===== src/jfps_pkg.sv =====
// Package for the Jacobi five-point stencil: field widths, defaults,
// register indexes and the result record type.
// No dependencies.
package jfps_pkg;

  localparam int SAMPLE_W     = 16;
  localparam int ROW_W        = 16;
  localparam int COL_W        = 11;
  localparam int ROW_CNT_W    = 17;
  localparam int MAX_COLS_DEF = 1024;
  localparam int OQ_DEPTH     = 3;

  localparam logic [ROW_W-1:0] ROW_COUNT_RST = 16'd1;
  localparam logic [COL_W-1:0] COL_COUNT_RST = 11'd1024;

  typedef enum logic [0:0] {
    REG_ROW_COUNT = 1'b0,
    REG_COL_COUNT = 1'b1
  } cfg_reg_e;

  typedef struct packed {
    logic signed [SAMPLE_W-1:0] average;
    logic [ROW_W-1:0]           out_row;
    logic [COL_W-1:0]           out_col;
    logic                       sweep_last;
  } out_t;

endpackage


===== src/jfps_out_fifo.sv =====
// Small result queue between the compute stage and the output channel.
// Depends on jfps_pkg (out_t, OQ_DEPTH).
module jfps_out_fifo (
  input  logic                                  clk_i,
  input  logic                                  rst_ni,
  input  logic                                  push_i,
  input  jfps_pkg::out_t                        push_data_i,
  input  logic                                  pop_i,
  output jfps_pkg::out_t                        data_o,
  output logic                                  valid_o,
  output logic [$clog2(jfps_pkg::OQ_DEPTH+1)-1:0] count_o
);

  localparam int Depth = jfps_pkg::OQ_DEPTH;
  localparam int PtrW  = $clog2(Depth);
  localparam int CntW  = $clog2(Depth + 1);

  jfps_pkg::out_t entry_q [Depth];
  logic [PtrW-1:0] wptr_q, wptr_d, rptr_q, rptr_d;
  logic [CntW-1:0] cnt_q, cnt_d;
  logic            do_pop;

  assign do_pop  = pop_i && (cnt_q != '0);
  assign valid_o = (cnt_q != '0);
  assign data_o  = entry_q[rptr_q];
  assign count_o = cnt_q;

  always_comb begin
    wptr_d = wptr_q;
    rptr_d = rptr_q;
    cnt_d  = cnt_q;
    if (push_i) begin
      wptr_d = (wptr_q == PtrW'(Depth - 1)) ? '0 : wptr_q + PtrW'(1);
    end
    if (do_pop) begin
      rptr_d = (rptr_q == PtrW'(Depth - 1)) ? '0 : rptr_q + PtrW'(1);
    end
    if (push_i && !do_pop) begin
      cnt_d = cnt_q + CntW'(1);
    end else if (!push_i && do_pop) begin
      cnt_d = cnt_q - CntW'(1);
    end
  end

  always_ff @(posedge clk_i or negedge rst_ni) begin
    if (!rst_ni) begin
      wptr_q <= '0;
      rptr_q <= '0;
      cnt_q  <= '0;
    end else begin
      wptr_q <= wptr_d;
      rptr_q <= rptr_d;
      cnt_q  <= cnt_d;
    end
  end

  always_ff @(posedge clk_i) begin
    if (push_i) begin
      entry_q[wptr_q] <= push_data_i;
    end
  end

endmodule


===== config.mk =====
export PLATFORM = sky130hd
export DESIGN_NAME = jfps_out_fifo
export DESIGN_NICKNAME = d
export VERILOG_FILES = /design/src/jfps_pkg.sv /design/src/jfps_out_fifo.sv
export SDC_FILE = /design/constraint.sdc
export NUM_CORES = 1
export LEC_CHECK = 0
export BUFFER_PORTS_ARGS = -buffer_cell sky130_fd_sc_hd__clkbuf_2
export CORE_MARGIN = 3
export CORE_UTILIZATION = 55
export CTS_CLUSTER_SIZE = 28
export DETAILED_ROUTE_END_ITERATION = 6
export PLACE_DENSITY = 0.77
export SLEW_MARGIN = 5
export SYNTH_ARGS = -nofsm -noshare
export SYNTH_HDL_FRONTEND = slang
export SYNTH_SLANG_ARGS = --single-unit

===== constraint.sdc =====
create_clock -name clk_i -period 5.8 [get_ports clk_i]
set_input_delay 0.87 -clock clk_i [delete_from_list [all_inputs] [get_ports clk_i]]
set_output_delay 0.87 -clock clk_i [all_outputs]
set_load 0.01 [all_outputs]

-- Word-level counts from Yosys, hierarchy flattened
Memories as Yosys holds them, arrays and structs flattened.
Cells that the tools add are included.
- reduce and logical (&&, ||, !) cells: 7
- mux-type cells: 6
- $add $sub $neg: 4
- equal/unequal tests: 2
- operators by type and width (operator ; count):
    $mux 2 ; 4
    $add 2x1->2 const B ; 3
    $eq 2x2->1 const B ; 2
    $reduce_bool 2->1 ; 2
    $logic_and 1x1->1 ; 3
    $logic_not 1->1 ; 2
    $mux 1 ; 2
    $sub 2x1->2 const B ; 1
- memory bits (writable): 132
- input bits: 48
- memories kept: 1
- output and inout bits: 47
- register bits after elaboration: 6
- logic and storage cells: 23
- memory list (memory ; depth ; width ; read ports ; clocked after Yosys merged registers in ; write ports ; line ; text):
    entry_q ; 3 ; 44 ; 1 ; 0 ; 1 ; jfps_out_fifo.sv:18 ; jfps_pkg::out_t entry_q [Depth];

-- Longest topological paths before layout
Gate-level depths: netlist (run 1).
- depth after elaboration: 5
- depth in mapped cells: 5

-- Worst setup path after synthesis (run 1)
No wires, ideal clock.
- path type: input to register
- start point: in push_i
- end point: mem entry_q[2][0] (netlist bit) (enable)
- path slack: 1121 ps
- arrival time: 4170 ps
- required time: 5291 ps
- stages: 2
- cells stage by stage: inv_1 > nor3b_1
- longest elaborated chain between the ends: 2
- RTL lines (what ; line ; text):
    from (decl) ; jfps_out_fifo.sv:6 ; input logic push_i,
    $mux 1 ; jfps_out_fifo.sv:58 ; if (push_i) begin
    $mux 1 (implied by the code) ; jfps_out_fifo.sv:59 ; entry_q[wptr_q] <= push_data_i;
    to (decl) ; jfps_out_fifo.sv:18 ;
Every way passes these cells.

==> results of run 1 <==
[power breakdown]
| group | internal (mW) | switching (mW) | total (mW) |
|---|---|---|---|
| clock network | 0.734 | 0.372 | 1.11 |
| registers | 1.28 | 0.117 | 1.40 |
| logic | 0.350 | 0.528 | 0.878 |
[flip-flops by register name, summed over array words and instances (netlist names)]
register / cells
rptr_q: 2
entry_q: 132
count_o: 2
wptr_q: 2
[cells in the final DEF (no fill, tap or decap)]
cell / Yosys / layout
a21o_1: 3 / 3
buf_4: 0 / 7
bufinv_16: 0 / 5
clkbuf_16: 0 / 16
clkbuf_2: 0 / 94
clkbuf_8: 0 / 1
clkinv_1: 0 / 1
clkinv_2: 0 / 3
clkinv_4: 0 / 1
clkinvlp_4: 0 / 2
dfrtp_1: 6 / 4
dfrtp_2: 0 / 2
edfxtp_1: 132 / 132
ha_1: 1 / 1
inv_1: 1 / 1
inv_6: 0 / 1
mux2i_1: 44 / 44
nand2_1: 46 / 46
nand2b_1: 1 / 1
nor2_1: 2 / 1
nor2_4: 0 / 1
nor3_1: 2 / 1
nor3_2: 0 / 1
nor3b_2: 0 / 1
o21ai_1: 46 / 46
or2_1: 1 / 1
xnor2_1: 1 / 1
xor2_1: 2 / 2
[routing by layer]
layer,wire [um],vias to the layer above,GRT usage (%)
li1,-,1356,-
met1,3710,1350,21.4
met2,4500,101,29.8
met3,645,10,6.22
met4,100,0,7.17
met5,0,-,0
[worst paths after layout]
kind | start | to | slack (ns) | cells after the start
worst max-delay path | rptr_q[0]$_DFFE_PN0P_ | data_o[13] | 2.62 | 4
min in group clk_i | count_o[1]$_DFFE_PN0P_ | count_o[1]$_DFFE_PN0P_ | 0.55 | 1
worst min register to register | count_o[1]$_DFFE_PN0P_ | count_o[1]$_DFFE_PN0P_ | 0.55 | 1
worst max register to register | wptr_q[0]$_DFFE_PN0P_ | entry_q[1][10]$_DFFE_PP_ | 3.94 | 3
worst min-delay path | rst_ni | wptr_q[0]$_DFFE_PN0P_ | 0.19 | 1
max in group asynchronous | rst_ni | rptr_q[1]$_DFFE_PN0P_ | 5.45 | 1
[area by class of cell]
type	instances	area [um2]
multi-input cells	150	960
clock buffers	17	414
repair buffers	101	523
fillers	574	2580
well taps	108	135
flip-flops and latches	138	4120
inverters	1	3.75
clock inverters	13	201
[per-stage QoR]
step / hold WS, ns / std cells
detailed placement: 0.539 / 498
global placement: 0.498 / 498
floorplan: 0.488 / 304
finish: 0.187 / 528
CTS: 0.163 / 528
global route: 0.170 / 528
[logic make-up (layout without fill, tap and decap cells)]
logic type	Yosys count	in the layout	share of synthesized area, %
DFF	138	138	79.8
and+or+nand+nor	53	53	4.08
AOI/OAI and AO/OA	49	49	4.90
muxes	44	44	8.54
buffers and inverters	16	132	1.96
xor gates and xnor gates	3	3	0.510
adders and majority gates	1	1	0.243
[worst reg2reg max path, cell delays in order (launching register included)]
cell and delay, ns:
dfrtp_1 0.42, nand2_1 0.11, nor2_4 0.54, buf_4 0.45
[synth_stat cells]
cell,number
nor2_1,2
inv_1,1
nand2b_1,1
edfxtp_1,132
buf_6,2
ha_1,1
dfrtp_1,6
buf_8,2
a21o_1,3
xnor2_1,1
nand2_1,46
o21ai_1,46
nor3b_1,1
mux2i_1,44
xor2_1,2
nor3_1,2
buf_2,3
clkbuf_1,8
or2_1,1
==> impl_results.md, run 1 <==
* Outcome: complete, no violations
* CTS buffer count at 17
* Fin crit period at about 3.2 ns
* Area of the mapped netlist at about 5200 um2
* Top cells by area, synth: edfxtp_1, mux2i_1, o21ai_1, nand2_1, dfrtp_1
* Synth Net Count at 353
* Initial core utilization at 57.7%
* Post-route cell area at 6350 um2
* Startpoint Class: flop
* Syn Inst Count at 304
* Core box area at between 8000 and 9000 um2
* Skew final at between 0.004 and 0.005 ns
* Setup Buffers After CTS at 0
* Congestion Overflow GR at 0
* Vias per cell at 5.34
* Slowest-stage cell, CP: dfrtp_2
* Synthesis Warnings at 0
* Layout area overhead at 23.2%
* Flops & latches, synth at ~140
* Post_cts resized at 0
* Drt total wl at approximately 9000 um
* Final period util at 54.8%
* Pwr per Cell Area at roughly 530 nW/um2
* H-tree Lvls at 4
* Post-layout total power at about 3.4 mW
* Worst-Skew Late Latency at 0.50 ns
* Fmax at 315 MHz
* WL per Instance at roughly 17 um
* RSZ-0062 raised after global routing: false
* Mean Syn Cell Area at approximately 17 um2
* Via count at approximately 2800
* Max VDD drop at 0.297 mV
* Number of port buffers at 94
* DRT Pass-1 Iters at 4
* Drt first-iter violations at 124
* Largest net degree at the start of global routing at 55
* Cts hold-fix bufs at 0
* Row count at 34
* Worst-path clk slew at roughly 0.06 ns
* CP required at 4.93 ns
* Share of layout cells above drive strength 1 at between 30 and 40%
* Area post-placement at 5740 um2
* Crit path DAT at 2.31 ns
* Vias in the first global route at between 2000 and 3000
* Final setup viols at 0
* Fin util at between 70% and 80%
* Largest area contributor in the netlist: edfxtp_1
* Setup_tns at 0 ns
* Final ANT Viol Nets at 0
* CP Max Fanout at 27
* Worst path cell trace: buf_4 > mux2i_1 > o21ai_1 > clkbuf_2
* Tightest Pin Transition at between 0.6 and 0.7 ns
* Die Footprint at 10600 um2
* CTS tree: done
* GR Util All Layers at between 15 and 20%
* Pleak at about 2.4 nW
* Register area share after synthesis at about four fifths
* Die Wd at 103 um
* Synth top area share at between 70% and 80%
* Nets@finish at roughly 460
* # IOs at 95
* Hold Crit Class: input port to asynchronous set/reset pin
* Die height at between 100 and 150 um
* Library cells used by synthesis at 19
* Max_cap viols at 0
* Post-Place Worst Slack at between 3 and 4 ns
* Max Root-Sink Buffers at 2
* GP Congestion at ~0.7
* Element type at the critical path end: primary output
* Largest stage delay, worst path at 0.73 ns
* Ant. Diodes at 0
* Worst path bufs/invs at 2
* Slew headroom at between 50% and 60%
* Drt drc at 0
* Crit-path leading delay family: flip-flops
* Initial antenna violation count at 0
* WS Path Type: flop to primary output
* Clock root cell: clkbuf_8
* Final HPWL DP at between 5000 and 6000 um
* Setup ws final at roughly 2.6 ns
* First-pass GRT wire length at about 14000 um
* Hold Fails Final Rpt at 0
* TritonCTS Sinks at around 140
* Slew Limit Fails at 0
(Power assumes the default switching activity.)
==> run 2: changes to the inputs <==
clock period = 3.1 ns   (was 5.8 ns; I/O delays follow)
==> impl_results.md, run 2 (synthesized netlist as in run 1, its figures left out) <==
* Post-route cell area at 6360 um2 (about the same)
* Biggest register: entry_q
* WS Path Type: flop to primary output
* Setup Buffers After CTS at 0 (unchanged)
* CTS buffer count at 17 (unchanged)
* First-pass GRT wire length at 14000 um (+2.2%)
* Final ANT Viol Nets at 0 (unchanged)
* CP required at 2.63 ns (-2.30 ns)
* Outcome: complete, no violations
* H-tree Lvls at 4 (unchanged)
* Share of layout cells above drive strength 1 at 32.1% (-0.067 points)
* Post_cts resized at 0 (unchanged)
* Max VDD drop at 0.463 mV (+56%)
* Pwr per Cell Area at 968 nW/um2 (+82%)
* Most frequent cells in the layout: edfxtp_1, clkbuf_2, nand2_1, o21ai_1, mux2i_1
* Tightest Pin Transition at 0.762 ns (+0.0772 ns)
* Startpoint Class: flop
* Post-layout total power at 6.15 mW (+82%)
* Pleak at 2.41 nW (-0.13%)
* Largest stage delay, worst path at 0.76 ns (+0.03 ns)
* Hold Crit Start: push_data_i[41]
* Slew headroom at 49.1% (-5.2 points)
* Final setup viols at 0 (unchanged)
* Drt drc at 0 (unchanged)
* FF-to-FF setup slack at 1.31 ns (-2.63 ns)
* DRT Pass-1 Iters at 4 (unchanged)
* Vias per cell at 5.36 (+0.55%)
* RR Startpoint: wptr_q[0]$_DFFE_PN0P_
* FF-to-FF End: entry_q[1][1]$_DFFE_PP_
* Core box area at 8930 um2 (unchanged)
* Largest net degree at the start of global routing at 38 (-31%)
* Max reg flops at 132 (unchanged)
* Worst-Skew Late Latency at 0.49 ns (about the same)
* Row count at 34 (unchanged)
* Hold Fails Final Rpt at 0 (unchanged)
* Slew Limit Fails at 0 (unchanged)
* # IOs at 95 (unchanged)
* Final period util at between 70 and 80%
* Die Wd at 103 um (unchanged)
* CTS tree: done
* Vias in the first global route at 2816 (+0.036%)
* Element type at the critical path end: primary output
* Hold Path Stages at 1
* Commonest non-fill, non-tap cell in the layout: edfxtp_1
* Number of port buffers at 94 (unchanged)
* Worst path cell trace: buf_4 > nand2_1 > o21ai_1 > clkbuf_2
* Crit path DAT at 1.93 ns (-0.38 ns)
* Die Footprint at 10600 um2 (unchanged)
* CP Max Fanout at 36 (+33%)
* Drt first-iter violations at 132 (+6.5%)
* Ant. Diodes at 0 (unchanged)
* Drt total wl at 9010 um (+0.54%)
* GR Util All Layers at 18.1% (+0.25 points)
* Nets@finish at 461 (+0.66%)
* Slowest-stage cell, CP: dfrtp_2
* Final HPWL DP at 5760 um (+6.3%)
* Worst-path clk slew at 0.06 ns (about the same)
* WHS at 0.174 ns (-0.0133 ns)
* Congestion Overflow GR at 0 (unchanged)
* GP Congestion at 0.733 (+4.0%)
* Initial antenna violation count at 0 (unchanged)
* Clock root cell: clkbuf_8
* Fin crit period at 2.40 ns
* Max Root-Sink Buffers at 2 (unchanged)
* Max_cap viols at 0 (unchanged)
* Layout area overhead at 23.3% (about the same)
* Setup ws final at 0.701 ns (-1.92 ns)
* Hold Crit Class: input port to flop
* Setup_tns at 0 ns (unchanged)
* Area post-placement at 5800 um2 (+1.1%)
* Fillers at 594 (+3.5%)
* Post-Place Worst Slack at 1.20 ns (-1.92 ns)
* Initial core utilization at 57.7% (unchanged)
* Skew final at 0.00652 ns (+0.00220 ns)
* Worst r2r path cells at 3 (unchanged)
* Die height at 103 um (unchanged)
* Hold EP: entry_q[1][41]$_DFFE_PP_
* Via count at 2854 (+1.3%)
* RSZ-0062 raised after global routing: false
* Fmax at approximately 420 MHz
* WL per Instance at 16.9 um (-0.22%)
* TritonCTS Sinks at 138 (unchanged)
==> run 2: cell count changes in the layout (fill, tap and decap cells not counted), sizes merged <==
cell / delta
clkinv: +3
dlygate4sd3: +1
buf: +2
bufinv: -3
clkbuf: +1
==> run 2: per-layer routing <==
layer  wire length (um)  up-vias  global-route usage [%]
met4                 65        0                    7.57
met5                  0        -                       0
met2               4480       93                    29.2
met1               3960     1382                    22.9
li1                   -     1371                       -
met3                503        8                    5.75
==> run 2: worst max-delay path, delay by kind of cell, from the launching register on <==
| kind | cells | cell delay (ns) |
|---|---|---|
| buffers and inverters | 2 | 0.50 |
| DFF | 1 | 0.76 |
| AOI/OAI and AO/OA | 1 | 0.10 |
| and+or+nand+nor | 1 | 0.07 |
==> run 2: worst max-delay path by stage <==
stage | slack [ns] | to | start | depth (start not counted)
after floorplan | 0.25 | entry_q[1][0]$_DFFE_PP_ | push_i | 2
final | 0.70 | data_o[20] | rptr_q[1]$_DFFE_PN0P_ | 4
after CTS | 0.65 | data_o[24] | rptr_q[1]$_DFFE_PN0P_ | 4
after global placement | 1.21 | data_o[24] | rptr_q[1]$_DFFE_PN0P_ | 4
after detailed placement | 1.20 | data_o[24] | rptr_q[1]$_DFFE_PN0P_ | 4
after global routing | 0.51 | data_o[21] | rptr_q[1]$_DFFE_PN0P_ | 4
==> run 2: stage by stage <==
| step | std cells | utilization [%] |
|---|---|---|
| floorplan | 304 | - |
| global placement | 500 | 65.0 |
| detailed placement | 500 | 65.0 |
| CTS | 532 | 71.2 |
| global route | 532 | 71.2 |
| finish | 532 | 71.2 |
==> run 2: cell type report <==
type / count / area [um2] / share of cell area, %
clock buffer: 18 / 418 / 6.57
clock inverter: 13 / 129 / 2.03
inverter: 1 / 3.75 / 0.0590
multi-input combinational: 150 / 972 / 15.3
sequential: 138 / 4120 / 64.7
tap: 108 / 135 / 2.12
timing repair buffer: 104 / 586 / 9.21
==> run 2: where the power goes <==
group	total, mW	leakage (nW)	switching (mW)	internal (mW)
clock network	1.83	0.266	0.695	1.13
registers	2.61	1.29	0.207	2.40
logic	1.72	0.858	1.00	0.716
total	6.15	2.41	1.91	4.25
==> run 2: what timing repair did <==
action | CTS | global route
hold buffers | 1 | 0
endpoints found under the hold margin | 6 | 0
endpoints found under the setup margin | 0 | 0
==> run 3: changes to the inputs <==
CORE_UTILIZATION = 49   (was 55)
PLACE_DENSITY = 0.72   (was 0.77)
clock period = 2.17 ns   (was 3.1 ns; I/O delays follow)
==> impl_results.md, run 3 (synthesized netlist as in run 1, its figures left out) <==
* Outcome: complete, no violations
* Largest stage delay, worst path at 0.39 ns (-0.37 ns)
* Max Root-Sink Buffers at 2 (unchanged)
* Die height at 109 um (+5.6%)
* Largest net degree at the start of global routing at 52 (+37%)
* Seq. cell area at 4120 um2 (unchanged)
* Via count at 2862 (+0.28%)
* Worst-Skew Late Latency at 0.50 ns (about the same)
* WS Path Type: flop to primary output
* Setup Buffers After CTS at 0 (unchanged)
* Crit path DAT at 1.66 ns (-0.27 ns)
* Pleak at 2.45 nW (+1.4%)
* CP required at 1.84 ns (-0.79 ns)
* WL per Instance at 15.7 um (-7.0%)
* Setup_tns at 0 ns (unchanged)
* H-tree Lvls at 4 (unchanged)
* Fillers at 747 (+26%)
* Drt drc at 0 (unchanged)
* CTS tree: done
* Row count at 36 (+5.9%)
* Number of port buffers at 94 (unchanged)
* Slew Limit Fails at 0 (unchanged)
* Final setup viols at 0 (unchanged)
* Sequential Power Share at 40.0% (-2.4 points)
* Fmax at between 500 and 600 MHz
* Crit-path leading delay family: flip-flops
* Most frequent cells in the layout: edfxtp_1, clkbuf_2, nand2_1, o21ai_1, mux2i_1
* CTS buffer count at 17 (unchanged)
* Post-Place Worst Slack at 0.616 ns (-0.585 ns)
* Comb power frac at 28.9% (+1.0 points)
* Ant. Diodes at 0 (unchanged)
* Worst path bufs/invs at 2 (unchanged)
* GP Congestion at 0.709 (-3.3%)
* Setup ws final at 0.184 ns (-0.517 ns)
* RSZ-0062 raised after global routing: false
* Commonest non-fill, non-tap cell in the layout: edfxtp_1
* Vias per cell at 5.08 (-5.2%)
* Die Footprint at 11800 um2 (+12%)
* Layout area overhead at 25.3%
* DRT Pass-1 Iters at 5 (+1)
* Core box area at 10000 um2 (+12%)
* Int Power at 6.19 mW (+46%)
* Tightest Pin Transition at 0.385 ns (-0.378 ns)
* Slowest-stage cell, CP: dfrtp_2
* Max reg flops at 132 (unchanged)
* Pwr per Cell Area at 1390 nW/um2 (+43%)
* TritonCTS Sinks at 138 (unchanged)
* Initial antenna violation count at 0 (unchanged)
* Fin util at 64.6% (-6.6 points)
* Share of layout cells above drive strength 1 at 32.1% (about the same)
* Clock power share at 31.1% (+1.4 points)
* Congestion Overflow GR at 0 (unchanged)
* Sw Share at 30.8% (-0.12 points)
* Initial core utilization at 51.6% (-6.2 points)
* Worst path cell trace: buf_12 > mux2i_1 > o21ai_1 > clkbuf_2
* Final HPWL DP at 5320 um (-7.5%)
* Biggest register: entry_q
* Fin crit period at around 2.0 ns
* Final ANT Viol Nets at 0 (unchanged)
* Vias in the first global route at 2833 (+0.60%)
* Worst-path clk slew at 0.06 ns (about the same)
* WHS at 0.0219 ns (-0.152 ns)
* Max VDD drop at 0.762 mV (+65%)
* GR Util All Layers at 16.0% (-2.1 points)
* Net Switching at 2.76 mW (+45%)
* # IOs at 95 (unchanged)
* Hold Crit Class: input port to flop
* Max_cap viols at 0 (unchanged)
* Drt first-iter violations at 151 (+14%)
* Area of the multi-input gates at 972 um2 (unchanged)
* CP Max Fanout at 27 (-25%)
* Drt total wl at 8860 um (-1.6%)
* Element type at the critical path end: primary output
* Startpoint Class: flop
* Nets@finish at 466 (+1.1%)
* Final period util at between 90% and 100%
* Slew headroom at 74.4% (+25 points)
* Clock root cell: clkbuf_8
* First-pass GRT wire length at 13800 um (-0.84%)
* Die Wd at 109 um (+5.6%)
* Skew final at 0.00981 ns (+0.00329 ns)
* Hold Fails Final Rpt at 0 (unchanged)
-- run 3: power by group through the flow --
stage | combinational, mW | clock [mW] | sequential [mW]
3_5_place_dp | 2.63 | 0 | 3.64
4_1_cts | 2.65 | 2.84 | 3.59
3_3_place_gp | 2.60 | 0 | 3.62
2_1_floorplan | 1.68 | 0 | 3.61
6_report | 2.58 | 2.78 | 3.58
5_1_grt | 2.87 | 2.96 | 3.63
-- run 3: layout make-up --
| cell class | instances | area share, % |
|---|---|---|
| well taps | 133 | 2.58 |
| multi-input cells | 150 | 15.0 |
| inverters | 1 | 0.0581 |
| clock buffers | 17 | 6.41 |
| repair buffers | 109 | 9.53 |
| flip-flops and latches | 138 | 63.7 |
| clock inverters | 15 | 2.69 |
-- run 3: worst paths after layout --
path	from	cells past startpoint	endpoint	slack (ns)
hold / removal	push_data_i[36]	1	entry_q[1][36]$_DFFE_PP_	0.02
hold reg to reg	count_o[1]$_DFFE_PN0P_	1	count_o[1]$_DFFE_PN0P_	0.52
setup reg to reg	count_o[0]$_DFFE_PN0P_	5	count_o[1]$_DFFE_PN0P_	0.71
min in group asynchronous	rst_ni	2	wptr_q[0]$_DFFE_PN0P_	0.19
max in group asynchronous	rst_ni	2	rptr_q[1]$_DFFE_PN0P_	1.82
setup / recovery	rptr_q[0]$_DFFE_PN0P_	4	data_o[30]	0.18
-- run 3: through the flow --
step | cells | instance area (um2) | total power [mW]
after floorplan | 304 | 5170 | 5.29
after global placement | 526 | 5820 | 6.22
after detailed placement | 526 | 5820 | 6.27
after CTS | 563 | 6450 | 9.07
after global routing | 563 | 6460 | 9.46
final | 563 | 6460 | 8.95
-- run 3: timing repair --
action                                  CTS  global route
endpoints found under the setup margin    0             3
endpoints found under the hold margin    18             0
gates resized for setup                   0             2
hold buffers                              5             0
-- run 3: per-layer routing --
| layer | track usage [%] | wire length, um | up-vias |
|---|---|---|---|
| li1 | - | - | 1374 |
| met1 | 19.8 | 3750 | 1394 |
| met2 | 26.3 | 4510 | 90 |
| met3 | 4.72 | 545 | 4 |
| met4 | 6.67 | 60 | 0 |
| met5 | 0 | 0 | - |
